File: src/sv/bmhq_pkg.sv
// shared constants, codes and item types of the binary min-heap queue
`default_nettype none

package bmhq_pkg;

   // heap size and derived widths
   localparam int CAPACITY = 128;
   localparam int NODE_W   = $clog2(CAPACITY + 1);   // 1-based node number, up to CAPACITY
   localparam int LEVELS   = NODE_W;                 // one cell per tree level
   localparam int ROW_W    = NODE_W - 1;             // row number of a pair of siblings
   localparam int LEVEL_W  = $clog2(LEVELS);

   localparam int KEY_W    = 32;
   localparam int ACTION_W = 2;
   localparam int STATUS_W = 2;
   localparam int HELD_W   = 8;

   // action codes
   localparam logic [ACTION_W-1:0] ACT_INSERT  = 2'd0;
   localparam logic [ACTION_W-1:0] ACT_EXTRACT = 2'd1;
   localparam logic [ACTION_W-1:0] ACT_PEEK    = 2'd2;

   // status codes
   localparam logic [STATUS_W-1:0] STAT_INSERTED = 2'd0;
   localparam logic [STATUS_W-1:0] STAT_MINIMUM  = 2'd1;
   localparam logic [STATUS_W-1:0] STAT_EMPTY    = 2'd2;
   localparam logic [STATUS_W-1:0] STAT_FULL     = 2'd3;

   typedef struct packed {
      logic [ACTION_W-1:0]     action;
      logic signed [KEY_W-1:0] key_in;
   } req_type;

   typedef struct packed {
      logic [STATUS_W-1:0]     status;
      logic signed [KEY_W-1:0] key_out;
      logic [HELD_W-1:0]       entries_held;
   } rsp_type;

   // token walking down the chain of level cells
   typedef enum logic {
      OP_INS = 1'b0,
      OP_DEL = 1'b1
   } op_type;

   typedef struct packed {
      logic                    valid;
      op_type                  op;
      logic [NODE_W-1:0]       node;    // insert: node here; sift down: parent one level up
      logic signed [KEY_W-1:0] key;
      logic [NODE_W-1:0]       limit;   // insert: target node; sift down: entries held
      logic [NODE_W-1:0]       path;    // insert: remaining path bits, msb first
   } tok_type;

   // single key write at a node
   typedef struct packed {
      logic                    valid;
      logic [NODE_W-1:0]       node;
      logic signed [KEY_W-1:0] key;
   } wup_type;

   typedef struct packed {
      logic              en;
      logic [NODE_W-1:0] node;
   } probe_type;

   // one row holds two siblings, lane 0 the even node
   typedef logic [1:0][KEY_W-1:0] row_type;

   typedef struct packed {
      logic             rd_en;
      logic [ROW_W-1:0] rd_row;
      logic [1:0]       wr_lane;
      logic [ROW_W-1:0] wr_row;
      logic [KEY_W-1:0] wr_key;
   } ram_ctrl_type;

endpackage

`default_nettype wire

File: src/sv/bmhq_ram.sv
// row memory of one heap level: two key lanes, one write and one registered read port
`default_nettype none

module bmhq_ram #(
   parameter int DEPTH = 2,
   parameter int AW    = (DEPTH > 1) ? $clog2(DEPTH) : 1
) (
   input  wire logic                       clock,
   input  wire logic                       rd_en,
   input  wire logic [AW-1:0]              rd_addr,
   output bmhq_pkg::row_type               rd_data,
   input  wire logic [1:0]                 wr_lane,
   input  wire logic [AW-1:0]              wr_addr,
   input  wire logic [bmhq_pkg::KEY_W-1:0] wr_key
);

   bmhq_pkg::row_type mem [DEPTH];
   bmhq_pkg::row_type rd_data_ff;

   always_ff @(posedge clock) begin
      if (wr_lane[0]) begin
         mem[wr_addr][0] <= wr_key;
      end
      if (wr_lane[1]) begin
         mem[wr_addr][1] <= wr_key;
      end
      if (rd_en) begin
         rd_data_ff <= mem[rd_addr];
      end
   end

   assign rd_data = rd_data_ff;

endmodule

`default_nettype wire

File: config.mk
export PLATFORM = sky130hd
export DESIGN_NAME = bmhq_ram
export DESIGN_NICKNAME = d
export VERILOG_FILES = /design/src/sv/bmhq_pkg.sv /design/src/sv/bmhq_ram.sv
export SDC_FILE = /design/constraint.sdc
export NUM_CORES = 1
export LEC_CHECK = 0
export ABC_CLOCK_PERIOD_IN_PS = 2520
export BUFFER_PORTS_ARGS = -buffer_cell sky130_fd_sc_hd__buf_2
export CAP_MARGIN = 20
export CORE_MARGIN = 3
export CORE_UTILIZATION = 52
export DETAILED_ROUTE_END_ITERATION = 16
export HOLD_SLACK_MARGIN = 0.05
export PLACE_DENSITY = 0.74
export SYNTH_ARGS = -nofsm -noshare
export SYNTH_HDL_FRONTEND = slang
export SYNTH_SLANG_ARGS = --single-unit
export TNS_END_PERCENT = 30
File: constraint.sdc
create_clock -name clock -period 2.52 [get_ports clock]
set_input_delay 0.252 -clock clock [delete_from_list [all_inputs] [get_ports clock]]
set_output_delay 0.252 -clock clock [all_outputs]
set_load 0.02 [all_outputs]
==> impl_metrics.xml <==
<?xml version="1.0" encoding="UTF-8"?>
<metrics>
  <group name="status">
    <metric name="status" unit="">finished, final reports clean</metric>
  </group>
  <group name="synth">
    <metric name="synth_top_cells_by_area" unit="">edfxtp_1 84%, mux2_4 13%, buf_12 1.7%, mux2_2 0.66%, and2_1 0.18%</metric>
    <metric name="synth_warnings" unit="">0</metric>
    <metric name="sequential_fraction_of_the_synthesis_area" unit="">0.839</metric>
    <metric name="synthDominantCellAreaShare" unit="">0.839</metric>
    <metric name="synthesis.instances" unit="">267</metric>
    <metric name="synthesis.nets" unit="">305</metric>
    <metric name="yosys_register_bits" unit="">192</metric>
    <metric name="synth.distinct_cells" unit="">7</metric>
    <metric name="synth_top_cell_by_area" unit="">edfxtp_1</metric>
    <metric name="post_synthesis_average_cell_area" unit="um^2">25.7</metric>
    <metric name="netlist_area" unit="um^2">6870</metric>
  </group>
  <group name="setup_path">
    <metric name="worst-r2r-setup-slack" unit="ns">1.61</metric>
    <metric name="rr_startpoint" unit="">mem[0][53]</metric>
    <metric name="cp_data_arrival_time" unit="ns">1.01</metric>
    <metric name="reg2reg_depth" unit="">1</metric>
    <metric name="path_max_fanout" unit="">1</metric>
    <metric name="worst-endpoint-required" unit="ns">2.27</metric>
    <metric name="worst_r2r_endpoint" unit="">rd_data[53]</metric>
    <metric name="cp_cell_sequence" unit="">buf_2</metric>
    <metric name="slowest_stage" unit="">edfxtp_1</metric>
    <metric name="crit_type" unit="">reg -&gt; out</metric>
    <metric name="timing.critical_path.max_delay_family" unit="">flip-flops</metric>
    <metric name="end_kind" unit="">output port</metric>
    <metric name="critical_path.max_stage_delay" unit="ns">0.41</metric>
    <metric name="startpoint_type" unit="">register</metric>
    <metric name="critical_path_buf_inv_count" unit="">1</metric>
  </group>
  <group name="drt">
    <metric name="detail_route.wl_per_cell" unit="um">18.0</metric>
    <metric name="drt-vias-per-instance" unit="">4.88</metric>
    <metric name="detail_route.iter0.violations" unit="">147</metric>
    <metric name="drc" unit="">0</metric>
    <metric name="drt-pass1-iter-count" unit="">4</metric>
    <metric name="route.final.wire_length" unit="um">10800</metric>
    <metric name="drtAntennaViolNets" unit="">0</metric>
    <metric name="dr_total_vias" unit="">2948</metric>
  </group>
  <group name="place">
    <metric name="placedCellCount" unit="">542</metric>
    <metric name="place.gp.congestion" unit="">0.712</metric>
    <metric name="place.detailed.hpwl" unit="um">6580</metric>
    <metric name="port-buffer-count" unit="">101</metric>
  </group>
  <group name="timing">
    <metric name="finalHoldViolations" unit="">0</metric>
    <metric name="setup-violations-final" unit="">0</metric>
    <metric name="setup_total_negative_slack" unit="ns">0</metric>
    <metric name="finClkSkew" unit="ns">0.00630</metric>
    <metric name="timing.slew.headroom" unit="">0.569</metric>
    <metric name="worstMarginPinSlew" unit="ns">0.645</metric>
    <metric name="final_min_period_over_clock_period" unit="">0.500</metric>
    <metric name="fin_crit_period" unit="ns">1.26</metric>
    <metric name="drv_slew" unit="">0</metric>
    <metric name="unrepaired_setup_endpoints_after_global_routing" unit="">false</metric>
    <metric name="clock.fmax" unit="GHz">0.794</metric>
  </group>
  <group name="clock_tree">
    <metric name="worstSkewPairLatency" unit="ns">0.42</metric>
    <metric name="clk_pin_slew" unit="ns">0.06</metric>
    <metric name="ctsLongestPathBuffers" unit="">2</metric>
    <metric name="clock-root-buffer" unit="">clkbuf_16</metric>
    <metric name="cts_tree" unit="">yes</metric>
    <metric name="number_of_clock_sinks" unit="">192</metric>
    <metric name="total_cts_buffers" unit="">17</metric>
    <metric name="clock_tree.htree_level_count" unit="">4</metric>
  </group>
  <group name="worst_hold_path">
    <metric name="worst_hold_start" unit="">wr_key[5]</metric>
    <metric name="min_delay_worst_endpoint" unit="">mem[1][5]</metric>
    <metric name="hold_class" unit="">in -&gt; reg</metric>
    <metric name="worstHoldPathCells" unit="">1</metric>
  </group>
  <group name="finish">
    <metric name="final_cells" unit="">604</metric>
    <metric name="area_growth" unit="%">23.3</metric>
    <metric name="diodes" unit="">0</metric>
    <metric name="fraction_of_final_layout_cells_sized_beyond_drive_strength_1" unit="">0.481</metric>
    <metric name="final_net_count" unit="">457</metric>
  </group>
  <group name="floorplanning">
    <metric name="die_height" unit="um">121</metric>
    <metric name="num_io_pins" unit="">102</metric>
    <metric name="fp.dieArea" unit="um^2">14600</metric>
    <metric name="coreArea" unit="um^2">12800</metric>
    <metric name="core.rowCount" unit="">41</metric>
    <metric name="die_width" unit="um">121</metric>
    <metric name="floorplan.initialDensity" unit="">0.538</metric>
  </group>
  <group name="run">
    <metric name="maxCapViolCount" unit="">0</metric>
  </group>
  <group name="global_routing">
    <metric name="grt_first_pass_wirelength" unit="um">16400</metric>
    <metric name="grt_antenna_before_repair" unit="">0</metric>
    <metric name="grt_pass1_vias" unit="">3048</metric>
    <metric name="grtUsageTotal" unit="">0.157</metric>
    <metric name="grt_max_degree" unit="">31</metric>
    <metric name="grt_overflow_total" unit="">0</metric>
  </group>
  <group name="pwr">
    <metric name="peakVddDrop" unit="V">0.000442</metric>
    <metric name="cellLeakagePower" unit="uW">0.00321</metric>
    <metric name="power-per-cell-area" unit="nW/um^2">805</metric>
  </group>
</metrics>
## synth_stat cells, drive strengths merged
master  instances
nor2b           2
edfxtp        192
buf             7
and2            2
mux2           64
## worst max path at each step
stage	from	end	slack [ns]	depth (start not counted)
5_1_grt	rd_data[59]	rd_data[59]	1.21	1
6_report	rd_data[29]	rd_data[29]	1.26	1
3_3_place_gp	rd_addr	rd_data[63]	0.94	3
4_1_cts	rd_data[19]	rd_data[19]	1.24	1
2_1_floorplan	wr_addr	mem[0][0]	0.39	1
3_5_place_dp	rd_addr	rd_data[0]	0.91	3
## timing repair
action,in CTS,in global routing
setup buffers,0,0
endpoints found under the setup margin,0,0
gates resized for setup,0,0
endpoints found under the hold margin,113,4
hold buffers,29,1
## metal layers
layer  part of all wire  GRT usage  routed length (um)
met4              0.016     0.0581                 170
met2               0.49      0.254                5370
met5                  0          0                   0
met1               0.43      0.198                4690
met3              0.057     0.0531                 618
## power by group
part           switching [uW]  internal, uW  total (uW)
sequential               61.6          3770        3840
clock                    1080          1360        2430
combinational             282           258         540
## cells by family after synthesis
group | synth area share
mux | 0.138
flops | 0.839
buf+inv | 0.0191
simple gates | 0.00364
## state kept, by name (all words and copies together) (netlist names)
register	count
mem	128
rd_data	64
## metrics by stage
stage | utilization | cell area, um^2 | setup WS (ns) | hold WS (ns) | power [uW]
floorplan | - | 6870 | 0.390 | 0.351 | 4210
global placement | 0.597 | 7620 | 0.940 | 0.461 | 4390
detailed placement | 0.597 | 7620 | 0.914 | 0.468 | 4410
CTS | 0.662 | 8460 | 1.24 | 0.0576 | 6880
global route | 0.663 | 8470 | 1.21 | 0.0634 | 7060
finish | 0.663 | 8470 | 1.26 | 0.0899 | 6810
## area by class of cell
| class | count | area [um^2] |
|---|---|---|
| Sequential cell | 192 | 5770 |
| Fill cell | 840 | 4310 |
| Multi-Input combinational cell | 68 | 988 |
| Timing Repair Buffer | 140 | 951 |
| Clock buffer | 18 | 429 |
| Tap cell | 172 | 215 |
| Clock inverter | 14 | 116 |
## placed cells by master, fill, tap and decap left out, drive strengths merged
master,count
clkinv,8
buf,110
mux2,64
clkinvlp,3
and2,2
inv,2
bufinv,1
nor2b,2
dlygate4sd3,30
clkbuf,18
edfxtp,192
Note: power is estimated with default switching activity, not from simulation.
