### config.mk
export PLATFORM = sky130hd
export DESIGN_NAME = bmhq_cell
export DESIGN_NICKNAME = d
export VERILOG_FILES = /design/src/sv/bmhq_pkg.sv /design/src/sv/bmhq_cell.sv
export SDC_FILE = /design/constraint.sdc
export NUM_CORES = 1
export LEC_CHECK = 0
export ABC_AREA = 1
export BUFFER_PORTS_ARGS = -buffer_cell sky130_fd_sc_hd__buf_2
export CORE_ASPECT_RATIO = 0.6
export CORE_MARGIN = 8
export CORE_UTILIZATION = 55
export CTS_BUF_LIST = sky130_fd_sc_hd__clkbuf_8
export CTS_CLUSTER_DIAMETER = 200
export DETAILED_ROUTE_END_ITERATION = 8
export PLACE_DENSITY = 0.95
export SLEW_MARGIN = 25
export SYNTH_ARGS = -nofsm -noshare
export SYNTH_HDL_FRONTEND = slang
export SYNTH_SLANG_ARGS = --single-unit
### constraint.sdc
create_clock -name clock -period 5.5 [get_ports clock]
set_input_delay 0.275 -clock clock [delete_from_list [all_inputs] [get_ports clock]]
set_output_delay 0.275 -clock clock [all_outputs]
set_load 0.01 [all_outputs]
### src/sv/bmhq_pkg.sv
// shared constants, codes and item types of the binary min-heap queue
`default_nettype none

package bmhq_pkg;

   // heap size and derived widths
   localparam int CAPACITY = 128;
   localparam int NODE_W   = $clog2(CAPACITY + 1);   // 1-based node number, up to CAPACITY
   localparam int LEVELS   = NODE_W;                 // one cell per tree level
   localparam int ROW_W    = NODE_W - 1;             // row number of a pair of siblings
   localparam int LEVEL_W  = $clog2(LEVELS);

   localparam int KEY_W    = 32;
   localparam int ACTION_W = 2;
   localparam int STATUS_W = 2;
   localparam int HELD_W   = 8;

   // action codes
   localparam logic [ACTION_W-1:0] ACT_INSERT  = 2'd0;
   localparam logic [ACTION_W-1:0] ACT_EXTRACT = 2'd1;
   localparam logic [ACTION_W-1:0] ACT_PEEK    = 2'd2;

   // status codes
   localparam logic [STATUS_W-1:0] STAT_INSERTED = 2'd0;
   localparam logic [STATUS_W-1:0] STAT_MINIMUM  = 2'd1;
   localparam logic [STATUS_W-1:0] STAT_EMPTY    = 2'd2;
   localparam logic [STATUS_W-1:0] STAT_FULL     = 2'd3;

   typedef struct packed {
      logic [ACTION_W-1:0]     action;
      logic signed [KEY_W-1:0] key_in;
   } req_type;

   typedef struct packed {
      logic [STATUS_W-1:0]     status;
      logic signed [KEY_W-1:0] key_out;
      logic [HELD_W-1:0]       entries_held;
   } rsp_type;

   // token walking down the chain of level cells
   typedef enum logic {
      OP_INS = 1'b0,
      OP_DEL = 1'b1
   } op_type;

   typedef struct packed {
      logic                    valid;
      op_type                  op;
      logic [NODE_W-1:0]       node;    // insert: node here; sift down: parent one level up
      logic signed [KEY_W-1:0] key;
      logic [NODE_W-1:0]       limit;   // insert: target node; sift down: entries held
      logic [NODE_W-1:0]       path;    // insert: remaining path bits, msb first
   } tok_type;

   // single key write at a node
   typedef struct packed {
      logic                    valid;
      logic [NODE_W-1:0]       node;
      logic signed [KEY_W-1:0] key;
   } wup_type;

   typedef struct packed {
      logic              en;
      logic [NODE_W-1:0] node;
   } probe_type;

   // one row holds two siblings, lane 0 the even node
   typedef logic [1:0][KEY_W-1:0] row_type;

   typedef struct packed {
      logic             rd_en;
      logic [ROW_W-1:0] rd_row;
      logic [1:0]       wr_lane;
      logic [ROW_W-1:0] wr_row;
      logic [KEY_W-1:0] wr_key;
   } ram_ctrl_type;

endpackage

`default_nettype wire

### src/sv/bmhq_cell.sv
// one level cell of the heap chain: insert and sift-down steps on its own level
`default_nettype none

module bmhq_cell (
   input  wire logic                clock,
   input  wire logic                reset,
   input  wire bmhq_pkg::tok_type   tok_in,
   input  wire bmhq_pkg::wup_type   wup_in,
   input  wire bmhq_pkg::probe_type probe_in,
   input  wire bmhq_pkg::row_type   rd_data,
   output bmhq_pkg::ram_ctrl_type   ram,
   output bmhq_pkg::tok_type        tok_out,
   output bmhq_pkg::wup_type        wup_out,
   output logic                     done,
   output logic [bmhq_pkg::KEY_W-1:0] probe_key
);

   localparam int NW = bmhq_pkg::NODE_W;
   localparam int RW = bmhq_pkg::ROW_W;
   localparam int KW = bmhq_pkg::KEY_W;

   logic              pend_ff, pend_in;
   logic              done_ff, done_in;
   logic              plane_ff;
   bmhq_pkg::tok_type tok_ff;

   logic              target_hit;
   logic [KW-1:0]     cur_key, left_key, right_key, pick_key;
   logic [NW-1:0]     left_node, right_node, pick_node;
   logic              left_ok, right_ok, take_right;
   logic              ins_swap, del_go, del_deeper;
   bmhq_pkg::wup_type own_wr, wr;

   // insert reaching its empty target slot writes at once
   assign target_hit = tok_in.valid && (tok_in.op == bmhq_pkg::OP_INS) &&
                       (tok_in.node == tok_in.limit);
   assign pend_in    = tok_in.valid && !target_hit;

   always_ff @(posedge clock) begin
      if (reset) begin
         pend_ff <= 1'b0;
         done_ff <= 1'b0;
      end else begin
         pend_ff <= pend_in;
         done_ff <= done_in;
      end
   end

   always_ff @(posedge clock) begin
      if (tok_in.valid) begin
         tok_ff <= tok_in;
      end
      if (probe_in.en) begin
         plane_ff <= probe_in.node[0];
      end
   end

   // evaluation of the token latched last cycle
   always_comb begin
      cur_key    = rd_data[tok_ff.node[0]];
      left_key   = rd_data[0];
      right_key  = rd_data[1];
      left_node  = {tok_ff.node[NW-2:0], 1'b0};
      right_node = {tok_ff.node[NW-2:0], 1'b1};
      left_ok    = left_node <= tok_ff.limit;
      right_ok   = right_node <= tok_ff.limit;
      // ties go to the left child
      take_right = right_ok && ($signed(left_key) > $signed(right_key));
      pick_key   = take_right ? right_key : left_key;
      pick_node  = take_right ? right_node : left_node;
      ins_swap   = $signed(cur_key) > tok_ff.key;
      del_go     = left_ok && (tok_ff.key > $signed(pick_key));
      del_deeper = {pick_node, 1'b0} <= {1'b0, tok_ff.limit};

      tok_out = '0;
      wup_out = '0;
      own_wr  = '0;
      done_in = 1'b0;

      if (target_hit) begin
         own_wr.valid = 1'b1;
         own_wr.node  = tok_in.node;
         own_wr.key   = tok_in.key;
         done_in      = 1'b1;
      end

      if (pend_ff) begin
         unique case (tok_ff.op)
            bmhq_pkg::OP_INS: begin
               // larger resident key is pushed further down the path
               if (ins_swap) begin
                  own_wr.valid = 1'b1;
                  own_wr.node  = tok_ff.node;
                  own_wr.key   = tok_ff.key;
               end
               tok_out.valid = 1'b1;
               tok_out.op    = bmhq_pkg::OP_INS;
               tok_out.node  = {tok_ff.node[NW-2:0], tok_ff.path[NW-2]};
               tok_out.key   = ins_swap ? $signed(cur_key) : tok_ff.key;
               tok_out.limit = tok_ff.limit;
               tok_out.path  = {tok_ff.path[NW-2:0], 1'b0};
            end
            bmhq_pkg::OP_DEL: begin
               // parent slot one level up is always filled from here
               wup_out.valid = 1'b1;
               wup_out.node  = tok_ff.node;
               wup_out.key   = del_go ? $signed(pick_key) : tok_ff.key;
               if (del_go && del_deeper) begin
                  tok_out.valid = 1'b1;
                  tok_out.op    = bmhq_pkg::OP_DEL;
                  tok_out.node  = pick_node;
                  tok_out.key   = tok_ff.key;
                  tok_out.limit = tok_ff.limit;
                  tok_out.path  = '0;
               end else if (del_go) begin
                  own_wr.valid = 1'b1;
                  own_wr.node  = pick_node;
                  own_wr.key   = tok_ff.key;
                  done_in      = 1'b1;
               end else begin
                  done_in = 1'b1;
               end
            end
            default: begin
               done_in = 1'b0;
            end
         endcase
      end
   end

   // memory port: read for the incoming token or probe; write from the level below,
   // else own write
   always_comb begin
      ram.rd_en = pend_in || probe_in.en;
      if (probe_in.en) begin
         ram.rd_row = probe_in.node[NW-1:1];
      end else if (tok_in.op == bmhq_pkg::OP_INS) begin
         ram.rd_row = tok_in.node[NW-1:1];
      end else begin
         ram.rd_row = tok_in.node[RW-1:0];   // children row equals parent number
      end
      wr          = wup_in.valid ? wup_in : own_wr;
      ram.wr_lane = wr.valid ? (wr.node[0] ? 2'b10 : 2'b01) : 2'b00;
      ram.wr_row  = wr.node[NW-1:1];
      ram.wr_key  = wr.key;
   end

   assign probe_key = rd_data[plane_ff];
   assign done      = done_ff;

endmodule

`default_nettype wire

==> impl_metrics.tcl <==
set metrics [dict create \
    placed_area_sq_mm 0.0113 \
    fmax_mhz 187 \
    total_power_mw 2.36 \
    drv_slew 0 \
    yosys.area.top_type "nand2_1" \
    grt_overflow_total 0 \
    clk_latency_ns 0.35 \
    min_period_ns 5.34 \
    grt_max_degree 80 \
    ys_ff_latch 59 \
    crit_required_ns 5.22 \
    wl_per_cell_microns 17.8 \
    first_global_vias 11228 \
    critPathCaptureType "output pin" \
    timing.final.crit_share 0.971 \
    antenna_found_initial 5 \
    synthTopCellsByArea "nand2_1 (20%), edfxtp_1 (18%), ha_1 (15%)" \
    hold_ws_ns 0.0837 \
    cts_tree "done" \
    clkSinkCount 59 \
    setup_violations 0 \
    vias 12287 \
    path_class "register to output pin" \
    htree_levels 3 \
    postCtsHoldBufs 0 \
    cts-root-buf "clkbuf_8" \
    dr.pass1.iters 6 \
    multi_input_area_sq_mm 0.00669 \
    leakagePower_nw 6.56 \
    dieArea_sq_mm 0.0219 \
    cts_buffer_depth 2 \
    core_area_sq_mm 0.0170 \
    port_buffers 352 \
    drt-total-wl_microns 37700 \
    powerDensity_mw_per_mm2 203 \
    skew_ns 0.00420 \
    ir_drop_uv 136 \
    syn-cell-area_sq_mm 0.00953 \
    dr.first_iter.drc_count 1420 \
    grt_pass1_wl_microns 57800 \
    grt.total_usage 0.323 \
    ys.flop_type "edfxtp_1" \
    yosys.area.top_type_share 0.205 \
    area_delta_synth_final_pct 22.1 \
    ys_warn_count 0 \
    start_util 0.560 \
    syn_avg_cell_area_sq_um 6.06 \
    synth_cells 1574 \
    max_slew.worst_pin.slew_ns 0.990 \
    hold_violations 0 \
    arrival_ns 5.06 \
    viasPerCell 5.81 \
    detail-route-antenna-nets 0 \
    nets 2157 \
    final_area_sq_mm 0.0116 \
    drive_gt1_frac 0.243 \
    seqCellArea_sq_mm 0.00175 \
    chipWidth_microns 186 \
    ys_top_cells_by_count "nand2_1 (520), inv_1 (188), a21oi_1 (146), o21ai_0 (145), ha_1 (111)" \
    fp-row-count 37 \
    relSlewSlack 0.339 \
    synth_most_common_cell "nand2_1" \
    crit_fanout 42 \
    synthArstFlopShare 0 \
    cp-start-kind "register" \
    dp_hpwl_microns 29200 \
    num-fill-cells 1520 \
    ys_seq_area_frac 0.184 \
    synthDistinctLibCells 41 \
    post-route-drc-count 0 \
    path_clk_slew_ns 0.08 \
    syn-num-nets 1859 \
    status "finished clean" \
    max_cap_violations 0 \
    place_congestion 0.960 \
    synth_edf_count 57 \
    die_h_microns 118 \
    numCtsBuffers 9 \
    ios 355 \
    hold_path.class "primary input to register" \
]
==> worst max-delay path, stage by stage (launching register included) <==
cell and delay [ns]:
edfxtp_1 0.49, ha_1 0.34, a21oi_1 0.14, nor2_1 0.08
a21oi_1 0.13, nand2_1 0.08, nand2_1 0.13, nand2_1 0.07
inv_1 0.16, nand3_4 0.20, buf_12 0.23, o21ai_0 0.29
ha_1 0.31, nand2_1 0.14, a21oi_1 0.05, nor2_1 0.15
nand2_1 0.08, nand2_1 0.06, nand2_1 0.04, nand2_1 0.10
a21oi_1 0.11, nor2_4 0.18, nand2_2 0.12, o21ai_4 0.31
o21ai_4 0.15, buf_4 0.21, o21ai_2 0.17, buf_2 0.16
==> final timing paths <==
check | slack (ns) | startpoint | depth (start not counted) | endpoint
worst max-delay path | 0.16 | left_node[3] | 27 | tok_out[19]
worst min-delay path | 0.08 | reset | 2 | done
worst max register to register | 1.52 | left_node[3] | 25 | done
worst min register to register | 1.05 | tok_ff[8] | 7 | done
==> metal layers <==
layer  global-route usage  share of wire  up-vias
met5                    0        0.00034        -
met3               0.0620           0.13       95
li1                     -              -     5798
met2                0.532           0.46      876
met4                0.107          0.027        2
met1                0.416           0.38     5516
==> layout by cell type (no fill, tap or decap), types with 4 or more instances in the layout <==
| cell type | instances |
|---|---|
| nand2_1 | 520 |
| buf_2 | 352 |
| inv_1 | 186 |
| a21oi_1 | 145 |
| o21ai_0 | 143 |
| ha_1 | 109 |
| nand3_1 | 104 |
| nor2_1 | 71 |
| edfxtp_1 | 57 |
| o211ai_1 | 31 |
| o21ai_2 | 29 |
| buf_4 | 22 |
| o21ai_1 | 16 |
| nand4_1 | 11 |
| clkbuf_8 | 9 |
| inv_2 | 8 |
| o21a_1 | 7 |
| nor3_1 | 6 |
| xor2_1 | 6 |
| diode_2 | 4 |
| inv_6 | 4 |
==> cell type report <==
type / instances / area share
multi-input combinational: 1231 / 0.574
timing repair buffer: 377 / 0.171
sequential: 59 / 0.151
inverter: 194 / 0.0626
tap: 234 / 0.0252
clock buffer: 9 / 0.0106
clock inverter: 7 / 0.00505
antenna: 4 / 0.000860
==> flip-flops by register name, summed over array words and instances (netlist names) <==
register   flops
done           1
left_node      7
pend_ff        1
plane_ff       1
tok_ff        49
==> power breakdown <==
part,internal [mW],switching (mW)
combinational,0.482,0.927
sequential,0.533,0.0394
clock,0.170,0.211
total,1.19,1.18
==> repair_timing <==
| action | in CTS | in global routing |
|---|---|---|
| gates resized for setup | 3 | 15 |
| pin swaps | 0 | 4 |
| buffers inserted | 0 | 5 |
| endpoints found under the setup margin | 49 | 119 |
| cloned | 1 | 1 |
==> per-stage QoR <==
step | std cells | util | TNS (ns) | worst slack (ns)
final | 2115 | 0.683 | 0 | 0.161
after global routing | 2115 | 0.683 | -0.973 | -0.0848
after CTS | 2105 | 0.676 | 0 | 0.0256
after detailed placement | 2088 | 0.664 | 0 | 0.0714
after global placement | 2088 | 0.664 | 0 | 0.273
after floorplan | 1574 | - | 0 | 1.58
==> cells by family after synthesis <==
group / synth area share
flops: 0.184
other cells: 0.000393
xor+xnor: 0.00551
simple gates: 0.314
buf+inv: 0.124
compound gates: 0.227
fa+ha+maj: 0.146
No activity file was read; power rests on OpenSTA's default activity.
